==> src/rtl/ffba_ram.sv <==
// ffba_ram: generic single-write, single-read synchronous RAM.
// Read data is registered. No dependencies.
`default_nettype none

module ffba_ram #(
  parameter int WIDTH = 8,
  parameter int DEPTH = 16
) (
  input  wire logic                                   clk,
  input  wire logic                                   we,
  input  wire logic [(DEPTH > 1 ? $clog2(DEPTH) : 1)-1:0] waddr,
  input  wire logic [WIDTH-1:0]                       wdata,
  input  wire logic [(DEPTH > 1 ? $clog2(DEPTH) : 1)-1:0] raddr,
  output logic      [WIDTH-1:0]                       rdata
);

  logic [WIDTH-1:0] mem_r [DEPTH];
  logic [WIDTH-1:0] rdata_r;

  always_ff @(posedge clk) begin
    if (we) begin
      mem_r[waddr] <= wdata;
    end
    rdata_r <= mem_r[raddr];
  end

  assign rdata = rdata_r;

endmodule

`default_nettype wire

==> config.mk <==
export PLATFORM = sky130hd
export DESIGN_NAME = ffba_ram
export DESIGN_NICKNAME = d
export VERILOG_FILES = /design/src/rtl/ffba_ram.sv
export SDC_FILE = /design/constraint.sdc
export NUM_CORES = 1
export LEC_CHECK = 0
export ABC_AREA = 0
export BUFFER_PORTS_ARGS = -buffer_cell sky130_fd_sc_hd__buf_2
export CAP_MARGIN = 10
export CELL_PAD_IN_SITES_DETAIL_PLACEMENT = 1
export CELL_PAD_IN_SITES_GLOBAL_PLACEMENT = 1
export CORE_ASPECT_RATIO = 1.25
export CORE_MARGIN = 10
export CORE_UTILIZATION = 48
export DETAILED_ROUTE_END_ITERATION = 8
export HOLD_SLACK_MARGIN = 0.06
export MAX_ROUTING_LAYER = met4
export PLACE_DENSITY = 0.86
export SETUP_SLACK_MARGIN = 0.2
export SYNTH_ARGS = -nofsm -noshare
export SYNTH_HDL_FRONTEND = slang
export SYNTH_SLANG_ARGS = --single-unit
==> constraint.sdc <==
create_clock -name clk -period 1.5 [get_ports clk]
set_input_delay 0.075 -clock clk [delete_from_list [all_inputs] [get_ports clk]]
set_output_delay 0.075 -clock clk [all_outputs]
set_load 0.01 [all_outputs]
* After elaboration in Yosys (flattened, before gate mapping)
Memory sizes are Yosys's and may differ from the RTL's. A register that Yosys moved wholly into a read port is not among the register bits. Cells that the tools add are included.
Storage, ports and cells: memory bits (writable) 128, ROM bits 0, bits in registers 0, input port bits 18, word-level logic and storage cells 3, output and inout port bits 8, bits in latches 0, memories kept 1
Memories:
- mem_r | depth 16, width 8, rd ports 1, clocked after memory_dff 1, wr ports 1, RTL line 17 | logic [WIDTH-1:0] mem_r [DEPTH];
Cells by class: divide/modulo/power cells 0, bitwise gates (word level) 0, add/subtract/negate cells 0, reduce and logical (&&, ||, !) cells 0, $lt $le $gt $ge 0, shift operators 0, mux-type cells 2, eq/ne operators 0, multipliers 0
Operators by type and width (number):
- 2-to-1 mux 1 bit | 2

* Longest topological paths before layout
Gate-level depths: netlist of run 1.
depth after elaboration 2, mapped depth 5, gate-level depth less buffers 3

* Worst setup path after synthesis of run 1
No wires, ideal clock.
kind input-to-reg, start point in waddr[2] (netlist name), end point mem mem_r[0][0] (enable), stages 2, buffers on the path 0, slack -68 ps, data required time 1117 ps, arrival 1185 ps, library setup time 383 ps, path through or3b_2 -> nor3_1
RTL lines:
- start, declared | RTL line 11 | input wire logic [(DEPTH > 1 ? $clog2(DEPTH) : 1)-1:0] waddr,
- end, declared | RTL line 17
Straight into the memory's write port.

==> run summary, run 1 <==
The class of the most critical hold timing path is input port to flop. The clock tree synthesis step divided the H-tree into 4 levels. The number of antenna violations at the first check in global routing is 0. Global routing consumed, over all layers together, 16.0% of the routing resources. The total CTS buffers came out at 17.

The total nets after synthesis came out at 247. The netlist uses 19 different library cells. The slowest stage of the critical path is the sky130_fd_sc_hd__mux4_2 cell. 0 antenna diodes ended up in the layout. Setup repair after global routing could not meet its margin everywhere. For this run, the register share of the synthesized area comes to 77.8%. The via count of the first global-routing pass is ~2.7k. The clock passes through at most 2 buffers. The pre-CTS setup slack is -95.3 ps. After routing the design area is about 6000 sq um. The slack of the critical path came out at roughly 180 ps. The tightest hold margin is ~63 ps. The total number of clock tree sinks is 136.

In this run the critical register-to-register path is captured at rdata[2]$_DFF_P_. From left edge to right edge, the die measures 113 microns. On the worst path, the slowest cell contributes a delay of roughly 500 ps. The critical-path maximum fanout came out at 1. For the pin with the worst max-slew slack, the measured transition is just over 500 ps. Clock latency on the worst-skew pair, taken at its later pin, is approximately 420 ps. For this run, asynchronously set or reset flops after synthesis account for 0%. The area share of the largest cell type after synthesis is 74.7%. The number of synthesized flops with an enable pin is roughly 130.

The register bit total from synthesis is around 140. After detailed routing, the average wire length per cell comes to roughly 26 microns. The type of the worst setup path is flop to flop. The number of setup buffers added after CTS is 0. The number of placed instances, taps included, is roughly 400.

The number of nets in the layout came out at 308. The post-synthesis instance total came out at roughly 230. The arrival time at the worst endpoint is roughly 1600 ps. The critical path data required time came out at between 1500 and 2000 ps. The worst hold path depth came out at 1.

In the routed design, unresolved DRC markers number 0. The number of ports placed on the die boundary is 26. The number of maximum-capacitance violations is 0. STA classifies the critical path startpoint as a flop. The warning count from the yosys run is 0. The tree is rooted in a sky130_fd_sc_hd__clkbuf_16.

For this design the ratio of total power to cell area is ~1400 nW/um^2. The first detailed-routing pass took 4 iterations. The total of buffers placed on input and output ports came out at 25. TritonCTS built the clock tree. The area enclosed by the die boundary came out at 15300 sq um.

The internal reg-to-reg setup slack came out at 180 ps. The worst-case clock skew came out at roughly 8.5 ps. The core region area is ~11000 sq um. sky130_fd_sc_hd__edfxtp_1 takes more of the synthesized area than any other cell. The area added between synthesis and finish came out at 19.3%.

The total wire length after detailed routing is between 10000 and 15000 microns. The startpoint identified for the worst register-to-register timing path is mem_r[3][2]$_DFFE_PP_. The wire-length estimate of the detail-placed layout is a little over 7000 microns. The depth of the worst register-to-register path is 3. After global routing the overflow that remains totals 0. The proportion of layout cells with a drive suffix above 1 is about 37%. For hold timing, the worst endpoint is mem_r[14][5]$_DFFE_PP_. The final core area utilization came out at 58.1%. The run finished with clean final reports. The remaining max-slew budget at the tightest pin came out at approximately two thirds. The maximum frequency from static timing analysis came out at ~760 MHz. The mean number of vias per cell came out at roughly 5.8. The detail route stage leaves a number of antenna-violating nets equal to 0. The placer's final routability congestion estimate came out at between 0.8 and 0.9. The final route contains approximately 2.5k vias. The maximum resistive drop on vdd is between 0.8 and 0.9 mV.

Summed over all cells, the static leakage comes to roughly 2 nW. The mapped cell area came out at 5150 sq um. The final number of setup-violating endpoints came out at 0.

The cell with the most instances after synthesis is sky130_fd_sc_hd__edfxtp_1. The post-detailed-placement cell area came out at 5540 sq um. The hold violation count in the final report was 0. After synthesis, the most frequently instantiated cells are 128 x sky130_fd_sc_hd__edfxtp_1, 18 x sky130_fd_sc_hd__mux4_2, 16 x sky130_fd_sc_hd__a22oi_1. The final count of pins violating max slew is 0. The first global-routing pass estimated between 15000 and 20000 microns of wire. Once layout is complete, the cells apart from fillers number approximately 440. The worst setup path is captured at a flop. The clock transition at the registers of the reported paths came out at around 60 ps. The count of standard-cell rows came out at between 40 and 50. The largest net degree at the start of global routing is 33. The average instance in the mapped netlist occupies about 22 sq um.

The share of the clock period used by the worst path is about nine tenths. The detailed router finished its first iteration with 173 violations. Once the floorplan was initialized, standard cells occupied roughly half of the core. By area the synthesized netlist is led by sky130_fd_sc_hd__edfxtp_1 75%, sky130_fd_sc_hd__mux4_2 7.9%, sky130_fd_sc_hd__mux4_1 7.1%. The startpoint identified for the worst hold timing path is wdata[5]. The floorplan step set the die height to 136 microns.

The signal on the critical path passes through mux4_2 -> a22oi_2 -> nand2_2. The most used flip-flop cell after synthesis is sky130_fd_sc_hd__edfxtp_1. The final critical delay including setup and external delays is between 1000 and 1500 ps.
what timing repair did:
| action | in CTS | in global routing |
|---|---|---|
| hold endpoints to repair | 96 | 0 |
| pin swaps | 5 | 5 |
| gates cloned | 0 | 0 |
| endpoints found under the setup margin | 8 | 8 |
| hold buffers | 6 | 0 |
| gates resized for setup | 12 | 12 |
worst max-delay path, delay by kind of cell (launching register included):
kind | cells | cell delay [ps]
muxes | 1 | 500
DFF | 1 | 360
AOI/OAI and AO/OA | 1 | 240
and+or+nand+nor | 1 | 100
sequential cells by signal, summed over array words and instances (netlist names):
name,count
mem_r,128
rdata,8
cell families after synthesis:
group	share of synthesized area [%]
DFF	77.8
buffers and inverters	1.68
and+or+nand+nor	3.18
AOI/OAI and AO/OA	2.33
muxes	15.0
layout make-up:
| cell class | instances | area, sq um |
|---|---|---|
| tap | 132 | 165 |
| clock buffer | 25 | 465 |
| multi-input combinational | 83 | 1080 |
| clock inverter | 7 | 56.3 |
| timing repair buffer | 52 | 368 |
| fill | 903 | 4420 |
| sequential | 136 | 4000 |
layer usage:
layer	share of wire (%)	wire, microns	track usage [%]
met1	41	4690	18.4
met5	0	0	-
met3	4.3	488	4.43
met2	53	6020	26.3
met4	1.6	183	6.14
stage by stage:
stage	TNS, ps	total power [mW]
after floorplan	0	4.57
after global placement	-52.0	4.74
after detailed placement	-135	4.77
after global routing	0	8.71
after CTS	0	8.46
final	0	8.42
power breakdown:
group	switching [mW]	total, mW	internal [mW]
clock	1.39	3.68	2.29
sequential	0.0289	4.28	4.25
combinational	0.257	0.456	0.199
how the worst max path moves through the flow:
stage	to	from	slack (ps)	cells past startpoint
after floorplan	mem_r[3][0]$_DFFE_PP_	waddr[2]	160	2
after global placement	rdata[2]$_DFF_P_	raddr[0]	-50	5
after detailed placement	rdata[2]$_DFF_P_	raddr[0]	-100	5
after CTS	rdata[2]$_DFF_P_	mem_r[1][2]$_DFFE_PP_	160	3
after global routing	rdata[2]$_DFF_P_	mem_r[3][2]$_DFFE_PP_	140	3
final	rdata[2]$_DFF_P_	mem_r[3][2]$_DFFE_PP_	180	3
cell usage in the layout (no fill, tap or decap):
cell	netlist	final
sky130_fd_sc_hd__clkinv_1	0	3
sky130_fd_sc_hd__nand2_2	0	1
sky130_fd_sc_hd__nand2b_1	2	2
sky130_fd_sc_hd__nand2_1	9	8
sky130_fd_sc_hd__and2b_1	1	1
sky130_fd_sc_hd__and2_1	1	1
sky130_fd_sc_hd__mux4_1	14	3
sky130_fd_sc_hd__clkbuf_8	0	1
sky130_fd_sc_hd__dlygate4sd3_1	0	6
sky130_fd_sc_hd__clkbuf_1	0	7
sky130_fd_sc_hd__nor2_1	13	13
sky130_fd_sc_hd__nor3_2	0	1
sky130_fd_sc_hd__nor2b_1	1	1
sky130_fd_sc_hd__a22oi_2	0	12
sky130_fd_sc_hd__nand3_1	1	1
sky130_fd_sc_hd__or3b_2	1	1
sky130_fd_sc_hd__clkbuf_16	0	17
sky130_fd_sc_hd__clkinv_2	0	3
sky130_fd_sc_hd__buf_2	3	25
sky130_fd_sc_hd__nor3_1	4	3
sky130_fd_sc_hd__nand3b_1	2	2
sky130_fd_sc_hd__dfxtp_1	8	8
sky130_fd_sc_hd__a22oi_1	16	4
sky130_fd_sc_hd__mux4_2	18	29
sky130_fd_sc_hd__buf_12	0	2
sky130_fd_sc_hd__buf_4	1	19
sky130_fd_sc_hd__bufinv_16	0	1
sky130_fd_sc_hd__edfxtp_1	128	128
Note: power is estimated with default switching activity, not from simulation.
==> run 2: changes to the inputs <==
Settings changed: CELL_PAD_IN_SITES_DETAIL_PLACEMENT 1 to not set, CELL_PAD_IN_SITES_GLOBAL_PLACEMENT 1 to not set, CORE_UTILIZATION 48 to 50, PLACE_DENSITY 0.86 to 0.82.
==> run 2 against run 1 <==
  * Clock skew is 2.5 ps lower
  * Core utilization rose by 3.1 points
  * Maximum frequency decreased by 0.18%
  * Count of clock-buffer cells in the layout increased by 4
  * Clock power about the same
  * Register-to-register slack barely moved
  * Via count is 0.24% higher
  * Critical endpoint unchanged
  * Largest cell class unchanged
  * Critical path type unchanged
  * Highest routed layer unchanged
  * Critical path depth unchanged
  * Global-route usage down 1.7 points
==> run summary, run 2 (same netlist as run 1, synthesis figures left out) <==
The wire length per cell after detailed routing was 22.8 microns (-13%). The number of ports placed on the die boundary was 26 (unchanged). The width of the die was 111 microns (-1.7%). The relative contribution of sequential cells to total power is 50.7% (-0.2 points).

The die height came out at 133 microns (-1.7%). The arrival time at the worst endpoint is 1610 ps (about the same). The power per cell area came out at 1360 nW/um^2 (-0.59%). The area enclosed by the die boundary came out at 14800 sq um (-3.4%). The remaining max-slew budget at the tightest pin was 69.5% (+4.1 points). The depth of the worst register-to-register path came out at 3 (unchanged). The largest net degree at the start of global routing was 33 (unchanged).

The final number of setup-violating endpoints came to 0 (unchanged). The proportion of layout cells with a drive suffix above 1 came out at 35.8% (-1.1 points). The number of maximum-capacitance violations came out at 0 (unchanged). The type of the worst setup path is flop to flop. The mean number of vias per cell came out at 5.76 (about the same). The first-pass iteration count of the detailed router is 4 (unchanged). The proportion of total power due to net switching is 19.1% (-0.76 points). The pre-CTS setup slack was -17.6 ps (+77.8 ps). The half-perimeter wire length after placement is 6330 microns (-11%). The total number of clock tree sinks was 136 (unchanged). The clock group share of total power was 44.0% (+0.3 points). The remaining number of nets flagged by the antenna check after routing came out at 0 (unchanged). The final count of pins violating max slew is 0 (unchanged). STA classifies the critical path startpoint as a flop. The area added between synthesis and finish came out at 20.3%. The DRC violation total after the first TritonRoute iteration came out at 197 (+14%). The worst hold path depth came out at 4 (+3). The class of the most critical hold timing path is input port to flop. The clock latency reported for the late side of the worst-skew pair is 410 ps (about the same). The final critical delay including setup and external delays came out at 1330 ps (+2.42 ps). The total DRC errors in the routed layout came out at 0 (unchanged).

TritonCTS built the clock tree. The number of nets in the layout is 312 (+1.3%). The accumulated negative setup slack came out at 0 ps (unchanged). The remaining global-route overflow came out at 0 (unchanged). The overall global routing resource usage came out at 14.3% (-1.7 points). The diode insertion count for antenna repair is 0 (unchanged). The worst-case clock skew is 5.92 ps (-2.54 ps). The total wire length after detailed routing came to 9920 microns (-13%). The via count is 2512 (+0.24%).

The worst setup path is captured at a flop. The share of the clock period used by the worst path is 88.4% (+0.16 points). The switching power total is 1.61 mW (-3.6%). The first-pass GRT wire length came out at 15600 microns (-9.1%). The internal power is 6.82 mW (+1.2%).

The via count of the first global-routing pass came out at 2683 (+0.75%). The flow ran to the end, and the final reports show no timing, DRC or antenna violations. The total of buffers placed on input and output ports is 25 (unchanged). The maximum frequency from static timing analysis came out at 754 MHz (-0.18%).

The effective utilization at floorplan was 50.9% (+2.2 points). The placer's final routability congestion estimate came to 0.767 (-4.5%). More flip-flops sit in one register than any other, and that register is mem_r. The hold violation count in the final report was 0 (unchanged). The slack of the critical path came out at 174 ps (-2.42 ps). The total CTS buffers was 17 (unchanged). The critical path data required time came to 1790 ps (about the same). The number of flip-flops under the largest register name came to 128 (unchanged). The maximum resistive drop on vdd was 0.903 mV (+8.6%). The core region area is 10100 sq um (-4.3%).

The H-tree level count is 4 (unchanged). The leakage power came to 2.10 nW (+2.1%). The cell at the root of the clock tree is sky130_fd_sc_hd__clkbuf_16. The share of power burned in combinational logic is 5.3% (about the same).

The top cell types in the final layout, fill and taps aside, are 128 x sky130_fd_sc_hd__edfxtp_1, 27 x sky130_fd_sc_hd__mux4_2, 25 x sky130_fd_sc_hd__buf_2. The library cell used most frequently in the layout, excluding fill and tap cells, is sky130_fd_sc_hd__edfxtp_1. The clock transition at the registers of the reported paths is 50 ps (about the same). The number of antenna violations at the first check in global routing is 0 (unchanged). The buffer levels on the longest clock path is 2 (unchanged). Setup repair after global routing could not meet its margin everywhere.

The setup fix buffers added after clock tree synthesis was 0 (unchanged). The count of standard-cell rows is 41 (-2.4%). The actual slew at the worst max-slew pin came to 457 ps (-61.4 ps). The critical-path maximum fanout is 1 (unchanged).
## run 2: changes by cell type in the layout (fill, tap and decap cells not counted), sizes merged
cell / change
bufinv: -1
buf: +2
clkbuf: +4
clkinv: -3
dlygate4sd3: +2
## run 2: final cells by class
type	instances	area, sq um
tap	129	161
sequential	136	4000
fill	663	3910
multi-input combinational	83	1070
timing repair buffer	56	415
clock inverter	3	13.8
clock buffer	29	531
## run 2: final timing paths
| check | startpoint | slack, ps | to |
|---|---|---|---|
| worst max-delay path | mem_r[0][2]$_DFFE_PP_ | 170 | rdata[2]$_DFF_P_ |
| worst min-delay path | raddr[2] | 160 | rdata[7]$_DFF_P_ |
| worst max register to register | mem_r[0][2]$_DFFE_PP_ | 170 | rdata[2]$_DFF_P_ |
| worst min register to register | mem_r[14][0]$_DFFE_PP_ | 670 | rdata[0]$_DFF_P_ |
## run 2: layer usage
metal | routed length (microns) | GRT usage (%)
met1 | 4060 | 16.6
met5 | 0 | -
met2 | 5160 | 22.6
met4 | 123 | 5.43
met3 | 579 | 5.03
## run 2: stage by stage
stage               hold slack (ps)  instances  power [mW]  area [sq um]  util (%)
floorplan                       174        229        4.57          5150         -
global placement                454        396        4.74          5560      55.0
detailed placement              465        396        4.77          5560      55.0
CTS                             136        436        8.49          6200      61.3
global route                    203        436        8.68          6190      61.3
finish                          163        436        8.44          6190      61.3
## run 2: what timing repair did
action / CTS / global route
setup endpoints to repair: 5 / 8
gates resized for setup: 9 / 8
endpoints found under the hold margin: 128 / 0
pin swaps: 2 / 6
hold buffers: 8 / 0
## run 2: critical path: stages, from the launching register on
cell and delay [ps]:
sky130_fd_sc_hd__edfxtp_1 380, sky130_fd_sc_hd__mux4_2 480, sky130_fd_sc_hd__a22oi_2 270, sky130_fd_sc_hd__nand2_1 90
## run 2: power groups by stage
stage,combinational (mW),sequential (mW),clock (mW)
finish,0.447,4.28,3.71
global route,0.483,4.28,3.91
CTS,0.445,4.28,3.76
detailed placement,0.413,4.35,0
global placement,0.396,4.35,0
floorplan,0.216,4.36,0
