$ cat src/rtl/ffba_pkg.sv
// ffba_pkg: shared types, widths and codes of the first-fit block allocator.
// Used by the channel interfaces, the header walker and the top level.
`default_nettype none

package ffba_pkg;

  localparam int ARENA_BYTES_DEF  = 1024;
  localparam int HEADER_BYTES_DEF = 8;

  localparam int REQ_SIZE_W = 11;
  localparam int ADDR_W     = 32;
  localparam int STATUS_W   = 2;
  localparam int USED_W     = 11;
  localparam int LIVE_W     = 8;

  localparam int CFG_ARENA_W = 11;
  localparam int CFG_DATA_W  = 32;
  localparam int CFG_IDX_W   = 1;

  localparam logic [CFG_ARENA_W-1:0] ARENA_RESET = CFG_ARENA_W'(1024);

  localparam logic [CFG_IDX_W-1:0] CFG_ARENA_BYTES = 1'b0;
  localparam logic [CFG_IDX_W-1:0] CFG_ARENA_BASE  = 1'b1;

  localparam logic MODE_ALLOC = 1'b0;
  localparam logic MODE_FREE  = 1'b1;

  localparam logic [STATUS_W-1:0] STATUS_GRANTED = 2'd0;
  localparam logic [STATUS_W-1:0] STATUS_OOM     = 2'd1;
  localparam logic [STATUS_W-1:0] STATUS_NOFIT   = 2'd2;
  localparam logic [STATUS_W-1:0] STATUS_FREED   = 2'd3;

  typedef enum logic [2:0] {
    S_CLEAR,
    S_IDLE,
    S_START,
    S_WALK,
    S_FREE,
    S_RESP
  } state_t;

  typedef struct packed {
    logic                  mode;
    logic [REQ_SIZE_W-1:0] request_size;
    logic [ADDR_W-1:0]     block_address;
  } req_t;

  typedef struct packed {
    logic [ADDR_W-1:0]   payload_address;
    logic [STATUS_W-1:0] status;
    logic                free_error;
    logic [USED_W-1:0]   used_bytes;
    logic [LIVE_W-1:0]   live_blocks;
  } res_t;

endpackage

`default_nettype wire

$ cat src/rtl/ffba_walker.sv
// ffba_walker: header-walk sequencer with the byte and block counters.
// Clears the header RAM after reset, then reads, tests and writes back headers.
// Depends on ffba_pkg; drives the ports of one ffba_ram.
`default_nettype none

module ffba_walker #(
  parameter int ARENA_BYTES  = ffba_pkg::ARENA_BYTES_DEF,
  parameter int HEADER_BYTES = ffba_pkg::HEADER_BYTES_DEF,
  parameter int AW           = $clog2(ARENA_BYTES)
) (
  input  wire logic                               clk,
  input  wire logic                               rst_n,
  input  wire logic [ffba_pkg::CFG_ARENA_W-1:0]   arena_bytes,
  input  wire logic [ffba_pkg::ADDR_W-1:0]        arena_base,
  input  wire logic                               req_valid,
  output logic                                    req_ready,
  input  wire ffba_pkg::req_t                     req,
  output logic                                    res_valid,
  input  wire logic                               res_ready,
  output ffba_pkg::res_t                          res,
  output logic                                    ram_we,
  output logic      [AW-1:0]                      ram_waddr,
  output logic      [AW:0]                        ram_wdata,
  output logic      [AW-1:0]                      ram_raddr,
  input  wire logic [AW:0]                        ram_rdata
);
  import ffba_pkg::*;

  localparam int EW = $clog2(ARENA_BYTES + 1);
  localparam int CW = (EW > 12 ? EW : 12) + 3;
  localparam int NW = $clog2(ARENA_BYTES / HEADER_BYTES + 1);
  localparam logic [CW-1:0]     HDR_C   = CW'(HEADER_BYTES);
  localparam logic [CW-1:0]     ARENA_C = CW'(ARENA_BYTES);
  localparam logic [AW-1:0]     CLR_END = AW'(ARENA_BYTES - 1);
  localparam logic [ADDR_W-1:0] HDR_A   = ADDR_W'(HEADER_BYTES);

  state_t state_r, state_nxt;

  logic [AW-1:0]         clr_r, clr_nxt;
  logic [AW-1:0]         pos_r, pos_nxt;
  logic [EW-1:0]         alloc_r, alloc_nxt;
  logic [NW-1:0]         count_r, count_nxt;
  logic                  mode_r, mode_nxt;
  logic [REQ_SIZE_W-1:0] size_r, size_nxt;
  logic [ADDR_W-1:0]     baddr_r, baddr_nxt;
  logic [ADDR_W-1:0]     addr_r, addr_nxt;
  logic [STATUS_W-1:0]   status_r, status_nxt;
  logic                  ferr_r, ferr_nxt;

  logic [CW-1:0]     arena_c, eff_c, need_c, used_c, npos_c, sz_c, pay_c, alloc_c;
  logic [ADDR_W-1:0] off_c;
  logic              oom, fit0, off_bad;
  logic [AW-1:0]     rd_size;
  logic              rd_use, take_new, take_reuse, dead, npos_fit, free_ok;

  assign arena_c  = CW'(arena_bytes);
  assign eff_c    = (arena_c > ARENA_C) ? ARENA_C : arena_c;
  assign need_c   = CW'(size_r) + HDR_C;
  assign alloc_c  = CW'(alloc_r);
  assign used_c   = need_c + alloc_c + CW'(count_r) * HDR_C;
  assign oom      = used_c > eff_c;
  assign fit0     = eff_c > need_c;
  assign off_c    = baddr_r - arena_base - HDR_A;
  assign off_bad  = off_c >= ADDR_W'(eff_c);

  assign rd_size    = ram_rdata[AW-1:0];
  assign rd_use     = ram_rdata[AW];
  assign sz_c       = CW'(rd_size);
  assign npos_c     = CW'(pos_r) + sz_c;
  assign npos_fit   = eff_c > (npos_c + need_c);
  assign take_new   = !rd_use && (rd_size == '0);
  assign take_reuse = !rd_use && (sz_c > need_c);
  assign dead       = rd_use && (rd_size == '0);
  assign free_ok    = rd_use && (rd_size != '0);
  assign pay_c      = sz_c - HDR_C;

  always_comb begin
    state_nxt = state_r;
    unique case (state_r)
      S_CLEAR: begin
        if (clr_r == CLR_END) state_nxt = S_IDLE;
      end
      S_IDLE: begin
        if (req_valid) state_nxt = S_START;
      end
      S_START: begin
        if (mode_r == MODE_FREE) begin
          state_nxt = off_bad ? S_RESP : S_FREE;
        end else begin
          state_nxt = (oom || !fit0) ? S_RESP : S_WALK;
        end
      end
      S_WALK: begin
        if (take_new || take_reuse || dead || !npos_fit) state_nxt = S_RESP;
      end
      S_FREE: begin
        state_nxt = S_RESP;
      end
      S_RESP: begin
        if (res_ready) state_nxt = S_IDLE;
      end
      default: state_nxt = S_IDLE;
    endcase
  end

  always_comb begin
    clr_nxt    = clr_r;
    pos_nxt    = pos_r;
    alloc_nxt  = alloc_r;
    count_nxt  = count_r;
    mode_nxt   = mode_r;
    size_nxt   = size_r;
    baddr_nxt  = baddr_r;
    addr_nxt   = addr_r;
    status_nxt = status_r;
    ferr_nxt   = ferr_r;
    ram_we     = 1'b0;
    ram_waddr  = pos_r;
    ram_wdata  = '0;
    ram_raddr  = pos_r;
    unique case (state_r)
      S_CLEAR: begin
        ram_we    = 1'b1;
        ram_waddr = clr_r;
        clr_nxt   = clr_r + AW'(1);
      end
      S_IDLE: begin
        if (req_valid) begin
          mode_nxt  = req.mode;
          size_nxt  = req.request_size;
          baddr_nxt = req.block_address;
        end
      end
      S_START: begin
        addr_nxt = '0;
        if (mode_r == MODE_FREE) begin
          ram_raddr  = off_c[AW-1:0];
          pos_nxt    = off_c[AW-1:0];
          status_nxt = STATUS_FREED;
          ferr_nxt   = 1'b1;
        end else begin
          ram_raddr  = '0;
          pos_nxt    = '0;
          status_nxt = oom ? STATUS_OOM : STATUS_NOFIT;
          ferr_nxt   = 1'b0;
        end
      end
      S_WALK: begin
        if (take_new || take_reuse) begin
          ram_we     = 1'b1;
          ram_wdata  = {1'b1, take_new ? need_c[AW-1:0] : rd_size};
          alloc_nxt  = EW'(alloc_c + (take_new ? CW'(size_r) : pay_c));
          count_nxt  = count_r + NW'(1);
          status_nxt = STATUS_GRANTED;
          addr_nxt   = arena_base + ADDR_W'(pos_r) + HDR_A;
        end else if (!dead && npos_fit) begin
          pos_nxt   = npos_c[AW-1:0];
          ram_raddr = npos_c[AW-1:0];
        end
      end
      S_FREE: begin
        if (free_ok) begin
          ram_we    = 1'b1;
          ram_wdata = {1'b0, rd_size};
          alloc_nxt = (alloc_c > pay_c) ? EW'(alloc_c - pay_c) : '0;
          count_nxt = (count_r != '0) ? count_r - NW'(1) : '0;
          ferr_nxt  = 1'b0;
        end
      end
      S_RESP: begin
      end
      default: begin
      end
    endcase
  end

  always_ff @(posedge clk) begin
    if (!rst_n) begin
      state_r <= S_CLEAR;
      clr_r   <= '0;
      alloc_r <= '0;
      count_r <= '0;
    end else begin
      state_r <= state_nxt;
      clr_r   <= clr_nxt;
      alloc_r <= alloc_nxt;
      count_r <= count_nxt;
    end
  end

  always_ff @(posedge clk) begin
    pos_r    <= pos_nxt;
    mode_r   <= mode_nxt;
    size_r   <= size_nxt;
    baddr_r  <= baddr_nxt;
    addr_r   <= addr_nxt;
    status_r <= status_nxt;
    ferr_r   <= ferr_nxt;
  end

  logic [CW-1:0] used_ext, live_ext;
  assign used_ext = CW'(alloc_r);
  assign live_ext = CW'(count_r);

  assign req_ready           = (state_r == S_IDLE);
  assign res_valid           = (state_r == S_RESP);
  assign res.payload_address = addr_r;
  assign res.status          = status_r;
  assign res.free_error      = ferr_r;
  assign res.used_bytes      = used_ext[USED_W-1:0];
  assign res.live_blocks     = live_ext[LIVE_W-1:0];

endmodule

`default_nettype wire

$ cat config.mk
export PLATFORM = sky130hd
export DESIGN_NAME = ffba_walker
export DESIGN_NICKNAME = d
export VERILOG_FILES = /design/src/rtl/ffba_pkg.sv /design/src/rtl/ffba_walker.sv
export SDC_FILE = /design/constraint.sdc
export NUM_CORES = 1
export LEC_CHECK = 0
export ABC_AREA = 1
export BUFFER_PORTS_ARGS = -buffer_cell sky130_fd_sc_hd__buf_2
export CELL_PAD_IN_SITES_DETAIL_PLACEMENT = 1
export CELL_PAD_IN_SITES_GLOBAL_PLACEMENT = 2
export CORE_AREA = 3 3 164 285
export CTS_CLUSTER_DIAMETER = 120
export CTS_CLUSTER_SIZE = 14
export DETAILED_ROUTE_END_ITERATION = 7
export DIE_AREA = 0 0 167 288
export PLACE_DENSITY = 0.77
export REMOVE_ABC_BUFFERS = 1
export SYNTH_ARGS = -nofsm -noshare
export SYNTH_HDL_FRONTEND = slang
export SYNTH_SLANG_ARGS = --single-unit
export TNS_END_PERCENT = 1
$ cat constraint.sdc
create_clock -name clk -period 5.8 [get_ports clk]
set_clock_uncertainty 0.15 [all_clocks]
set_input_delay 1.16 -clock clk [delete_from_list [all_inputs] [get_ports clk]]
set_output_delay 1.16 -clock clk [all_outputs]
set_load 0.01 [all_outputs]
# Word-level counts from Yosys, hierarchy flattened
# Index checks and enable logic that the tools add are counted.
[classes]
n_addsub = 15
order_cmp = 7
n_eq_ne = 12
muxes = 39
reduce_logical = 25
[op_table]
columns = ["op", "n"]
rows = [
  ["2-to-1 mux 11 bit", 6],
  ["one-hot mux 32 bit (2 select lines)", 1],
  ["2-to-1 mux 10 bit", 6],
  ["one-hot mux 11 bit (2 select lines)", 2],
  ["adder 32 x 10 -> 32 bit", 1],
  ["adder 32 x 4 -> 32 bit (second input constant)", 1],
  ["greater-or-equal comparator 32 x 11 -> 1 bit", 1],
  ["2-to-1 mux 32 bit", 1],
  ["subtractor 32 bit", 1],
  ["subtractor 32 x 4 -> 32 bit (second input constant)", 1],
  ["2-to-1 mux 8 bit", 3],
  ["one-hot mux 10 bit (2 select lines)", 1],
  ["2-to-1 mux 3 bit", 6],
  ["one-hot mux 3 bit (6 select lines)", 1],
  ["one-hot mux 8 bit (2 select lines)", 1],
  ["greater-than comparator 11 x 15 -> 1 bit", 1],
  ["adder 13 x 11 -> 14 bit", 1],
  ["greater-than comparator 14 x 11 -> 1 bit", 1],
  ["adder 11 x 12 -> 13 bit", 1],
  ["adder 12 x 11 -> 13 bit", 1],
  ["greater-than comparator 11 x 13 -> 1 bit", 1],
  ["adder 11 x 4 -> 12 bit (second input constant)", 1],
  ["greater-than comparator 10 x 12 -> 1 bit", 1],
  ["greater-than comparator 11 x 12 -> 1 bit", 1],
  ["other kinds (30)", 56],
]
[word_totals]
reg_bits = 121
inputBits = 102
word_cells = 109

# Longest topological paths before layout
[logic_depth]
ltp_word = 8
ltp_mapped = 30

# Least setup slack after synthesis
# Ideal clock, no wire load.
[synth_timing]
kind = "in2out"
startpoint = "in ram_rdata[2]"
endpoint = "out ram_raddr[1]"
t_arrival_ns = 4.899
required_ns = 4.490
setup_slack_ns = -0.409
path_stages = 28
path_buffers = 1
path_cell_list = "ha_1 a21oi_1 o21ai_0 a21oi_1 nor2_1 o21ai_0 nand2_1 xor2_1 inv_1 ha_1 inv_1 o311ai_0 nand2_1 nand2_1 xor2_1 ha_1 nand2_1 nor2_1 nand2_1 nand2_1 nor2_1 nand2_1 nor2_1 nand3_1 buf_2 a21oi_1 o21ai_0 nand3_1"
[synth_between]
elab_chain_cells = 7
[synth_rtl]
columns = ["item", "line", "text"]
rows = [
  ["start: declaration", "ffba_walker.sv:25", "input wire logic [AW:0] ram_rdata"],
  ["adder 10 x 10 -> 11 bit or zero test 10 bit (tied branches)", "ffba_walker.sv:69, ffba_walker.sv:71, ffba_walker.sv:73", ""],
  ["adder 11 x 12 -> 13 bit or logical AND 1 bit (tied branches)", "ffba_walker.sv:70, ffba_walker.sv:73", ""],
  ["greater-than comparator 11 x 13 -> 1 bit or zero test 1 bit (tied branches)", "ffba_walker.sv:70, ffba_walker.sv:156", ""],
  ["logical AND 1 bit", "ffba_walker.sv:156", "end else if (!dead && npos_fit) begin"],
  ["2-to-1 mux 10 bit", "ffba_walker.sv:156", ""],
  ["2-to-1 mux 10 bit *", "--", ""],
  ["one-hot mux 10 bit (2 select lines) *", "ffba_walker.sv:121", "unique case (state_r)"],
  ["end: declaration", "ffba_walker.sv:24", "output logic [AW-1:0] ram_raddr,"],
]
# Every way passes the cells marked *; elsewhere a longest branch is shown, timed or not.

# Worst setup path in the final report
[layout_timing]
startpoint = "in ram_rdata[3]"
endpoint = "out ram_raddr[2]"
# Same word-level chain as after synthesis.

==> results.toml <==
[grt]
grt_max_degree = 45
antenna_found_initial = 7
grt_pass1_wl_mm = 88.5
overflow = 0
grt_usage = 0.244
grt_pass1_vias = 15400

[sta]
worst_pin_slew_ns = 0.929
finalHoldViolCount = 0
rsz0062_at_grt = "true"
slew_viol_final = 0
fin_ws_ns = -0.678
final.min_clock_period_ns = 6.48
fin_crit_sh = 1.12
setup_viol = 10
relSlewSlack = 0.380
timing.fmax_mhz = 154
tns_ns = -6.52

[finish]
fin_area_mm2 = 0.0168
drive_above_1_share = 0.187
nets = 2558
syn_to_final_growth_pct = 26.5

[outcome]
status = "finished, violations left"
violations = "setup timing"

[min_path]
hold_depth = 1
min_to = "clr_r[9]$_SDFFE_PN0P_"
hp-start = "clr_r[9]$_SDFFE_PN0P_"
holdCritPathClass = "flip-flop to flip-flop"

[logic_synthesis]
yosysTopAreaCell = "ha_1"
yosysSeqAreaShare = 0.242
netlist_area_mm2 = 0.0133
syn_inst = 1937
synth_compound_area_frac = 0.142
synth-main-ff-cell = "edfxtp_1"
synth.mux.area_fraction = 0
yosys.area_share.simple = 0.250
synth_seq_cells = 121
synth_edf_count = 79
ys_top_cells_by_area = "ha_1 (19%), edfxtp_1 (18%), nand2_1 (13%)"
syn_area_per_cell_um2 = 6.86
synthAdderAreaFrac = 0.208
yosysWarnings = 0
synth_top_area_share = 0.185
async_flop_share = 0
synth_xor_area_frac = 0.0402
synth_cell_types = 57
synth_top_family_by_area = "simple AND/OR/NAND/NOR gates"

[worst_setup_path]
crit_path_max_fanout = 4
r2r_cells = 23
cpMaxStageDelayCell = "ha_4"
worst-r2r-setup-slack_ns = 0.55
required_ns = 4.49
endpoint_kind = "primary output"
crit_top_cell = "nand2_1"
critPathMaxStageDelay_ns = 0.29
reg2reg_to = "state_r[1]$_SDFFE_PN0P_"
worstSetupPathType = "input port to primary output"
arrival_ns = 5.17
r2r_start = "size_r[3]$_DFFE_PP_"
startpoint_type = "input port"

[detailed_routing]
wl_per_cell_um = 21.1
vias = 14200
route.detailed.drc = 0
ant_nets = 0
via_per_inst = 5.01
dr.pass1.iters = 4
routed_wl_mm = 59.7
drt_iter0_drc = 477

[placed_design]
place_area_mm2 = 0.0157
numPortBuffers = 189
gp_congestion = 0.919
dp_hpwl_mm = 50.8

[floorplanning]
start_util = 0.298
row_count = 102
core-area_mm2 = 0.0445
die_area_mm2 = 0.0481
ios = 190
dieHeight_um = 288
die_w_um = 167

[clock_network]
cts_tree = "yes"
clk_latency_ns = 0.45
cts_inserted_buffers = 17
path_clk_slew_ns = 0.07
cts_buffer_depth = 2
cts-root-buf = "clkbuf_16"
clock-sinks = 121
cts_max_level = 4
cts_hold_buffers = 0

[power_and_ir_drop]
design_power_total_uw = 4270
powerDensity_mw_per_mm2 = 254
vdd_ir_drop_max_mv = 0.237
power.leakage_uw = 0.00881

[flow_run]
cap_violations = 0
layout by cell type (no fill, tap or decap), types with 9 or more instances in the layout:
master,Yosys,routed
nand2_1,451,445
inv_1,385,380
ha_1,197,189
buf_2,2,184
nor2_1,162,157
a21oi_1,159,145
buf_4,2,113
o21ai_0,103,93
nand3_1,84,79
edfxtp_1,79,79
xor2_1,46,45
dfxtp_1,42,42
nor3_1,26,25
nand4_1,25,25
o21ai_1,10,17
clkbuf_16,0,17
xnor2_1,15,14
fa_1,15,14
a21oi_2,1,12
a31oi_1,13,11
buf_6,1,10
o21bai_1,10,9
o22ai_1,9,9
metal layers:
layer	track usage	routed length [um]
met3	0.0382	1990
met5	0	25
met4	0.188	5310
met1	0.210	19300
met2	0.490	33100
kinds of logic after synthesis:
family,Yosys count
AOI/OAI and AO/OA,342
adders and majority gates,212
and+or+nand+nor,792
buffers and inverters,409
xor gates and xnor gates,61
DFF,121
where the power goes:
group | switching (uW) | leakage (uW) | internal (uW)
clock | 500 | 0.000309 | 733
combinational | 1170 | 0.00740 | 898
sequential | 35.5 | 0.00110 | 931
worst max-delay path, delay by kind of cell:
family | cells | cell delay, ns
XOR/XNOR | 2 | 0.28
AO/OA/AOI/OAI | 6 | 0.78
AND/OR/NAND/NOR | 15 | 1.46
buffers and inverters | 5 | 0.66
adder cells (fa/ha/maj) | 3 | 0.81
synthesized netlist by cell type, drive strengths merged, types with 2 or more instances:
| master | count |
|---|---|
| inv | 386 |
| ha | 197 |
| nor4 | 9 |
| nand3b | 6 |
| o21a | 4 |
| dfxtp | 42 |
| fa | 15 |
| o22ai | 9 |
| and3 | 3 |
| nor2 | 165 |
| clkinv | 3 |
| nand2 | 454 |
| a21o | 5 |
| clkbuf | 14 |
| a21oi | 160 |
| o2111ai | 2 |
| or2 | 9 |
| o211ai | 8 |
| a21boi | 5 |
| nand3 | 86 |
| buf | 6 |
| nor3 | 28 |
| a211oi | 3 |
| o31ai | 2 |
| o221a | 2 |
| nand4 | 26 |
| o21ai | 114 |
| and2 | 5 |
| xor2 | 46 |
| edfxtp | 79 |
| o21bai | 10 |
| xnor2 | 15 |
| a31oi | 13 |
timing repair:
| action | in CTS | in global routing |
|---|---|---|
| resized for setup | 48 | 49 |
| cloned | 1 | 0 |
| buffers inserted | 2 | 7 |
| endpoints found under the setup margin | 10 | 10 |
| pin swaps | 22 | 40 |
per-stage QoR:
stage | setup slack, ns | hold slack [ns] | util | std cells
after floorplan | -0.653 | 0.272 | - | 1917
after global placement | -1.04 | 0.291 | 0.352 | 2788
after detailed placement | -1.10 | 0.300 | 0.352 | 2788
after CTS | -0.715 | 0.309 | 0.371 | 2822
after global routing | -0.934 | 0.364 | 0.377 | 2829
final | -0.678 | 0.313 | 0.378 | 2834
registers in the layout, indices dropped and copies added, names as in the netlist:
name,cells
pos_r,10
addr_r,32
clr_r,10
count_r,8
ferr_r,1
status_r,2
size_r,11
mode_r,1
baddr_r,32
state_r,3
alloc_r,11
area by class of cell:
type,count,area (um2)
Fill cell,5741,27700
Antenna cell,5,12.5
Clock inverter,14,209
Inverter,389,1470
Multi-Input combinational cell,1407,8870
Clock buffer,18,429
Sequential cell,121,3210
Tap cell,572,716
Timing Repair Buffer,308,1900
worst max path at each step:
stage,from,end,slack [ns],cells past startpoint
6_report,ram_rdata[3],ram_raddr[2],-0.68,31
5_1_grt,ram_rdata[4],ram_raddr[0],-0.93,29
4_1_cts,ram_rdata[0],ram_raddr[3],-0.72,29
3_5_place_dp,ram_rdata[0],ram_raddr[8],-1.10,30
3_3_place_gp,ram_rdata[0],ram_raddr[7],-1.04,30
2_1_floorplan,ram_rdata[2],ram_raddr[1],-0.65,27
(Power assumes the default switching activity.)
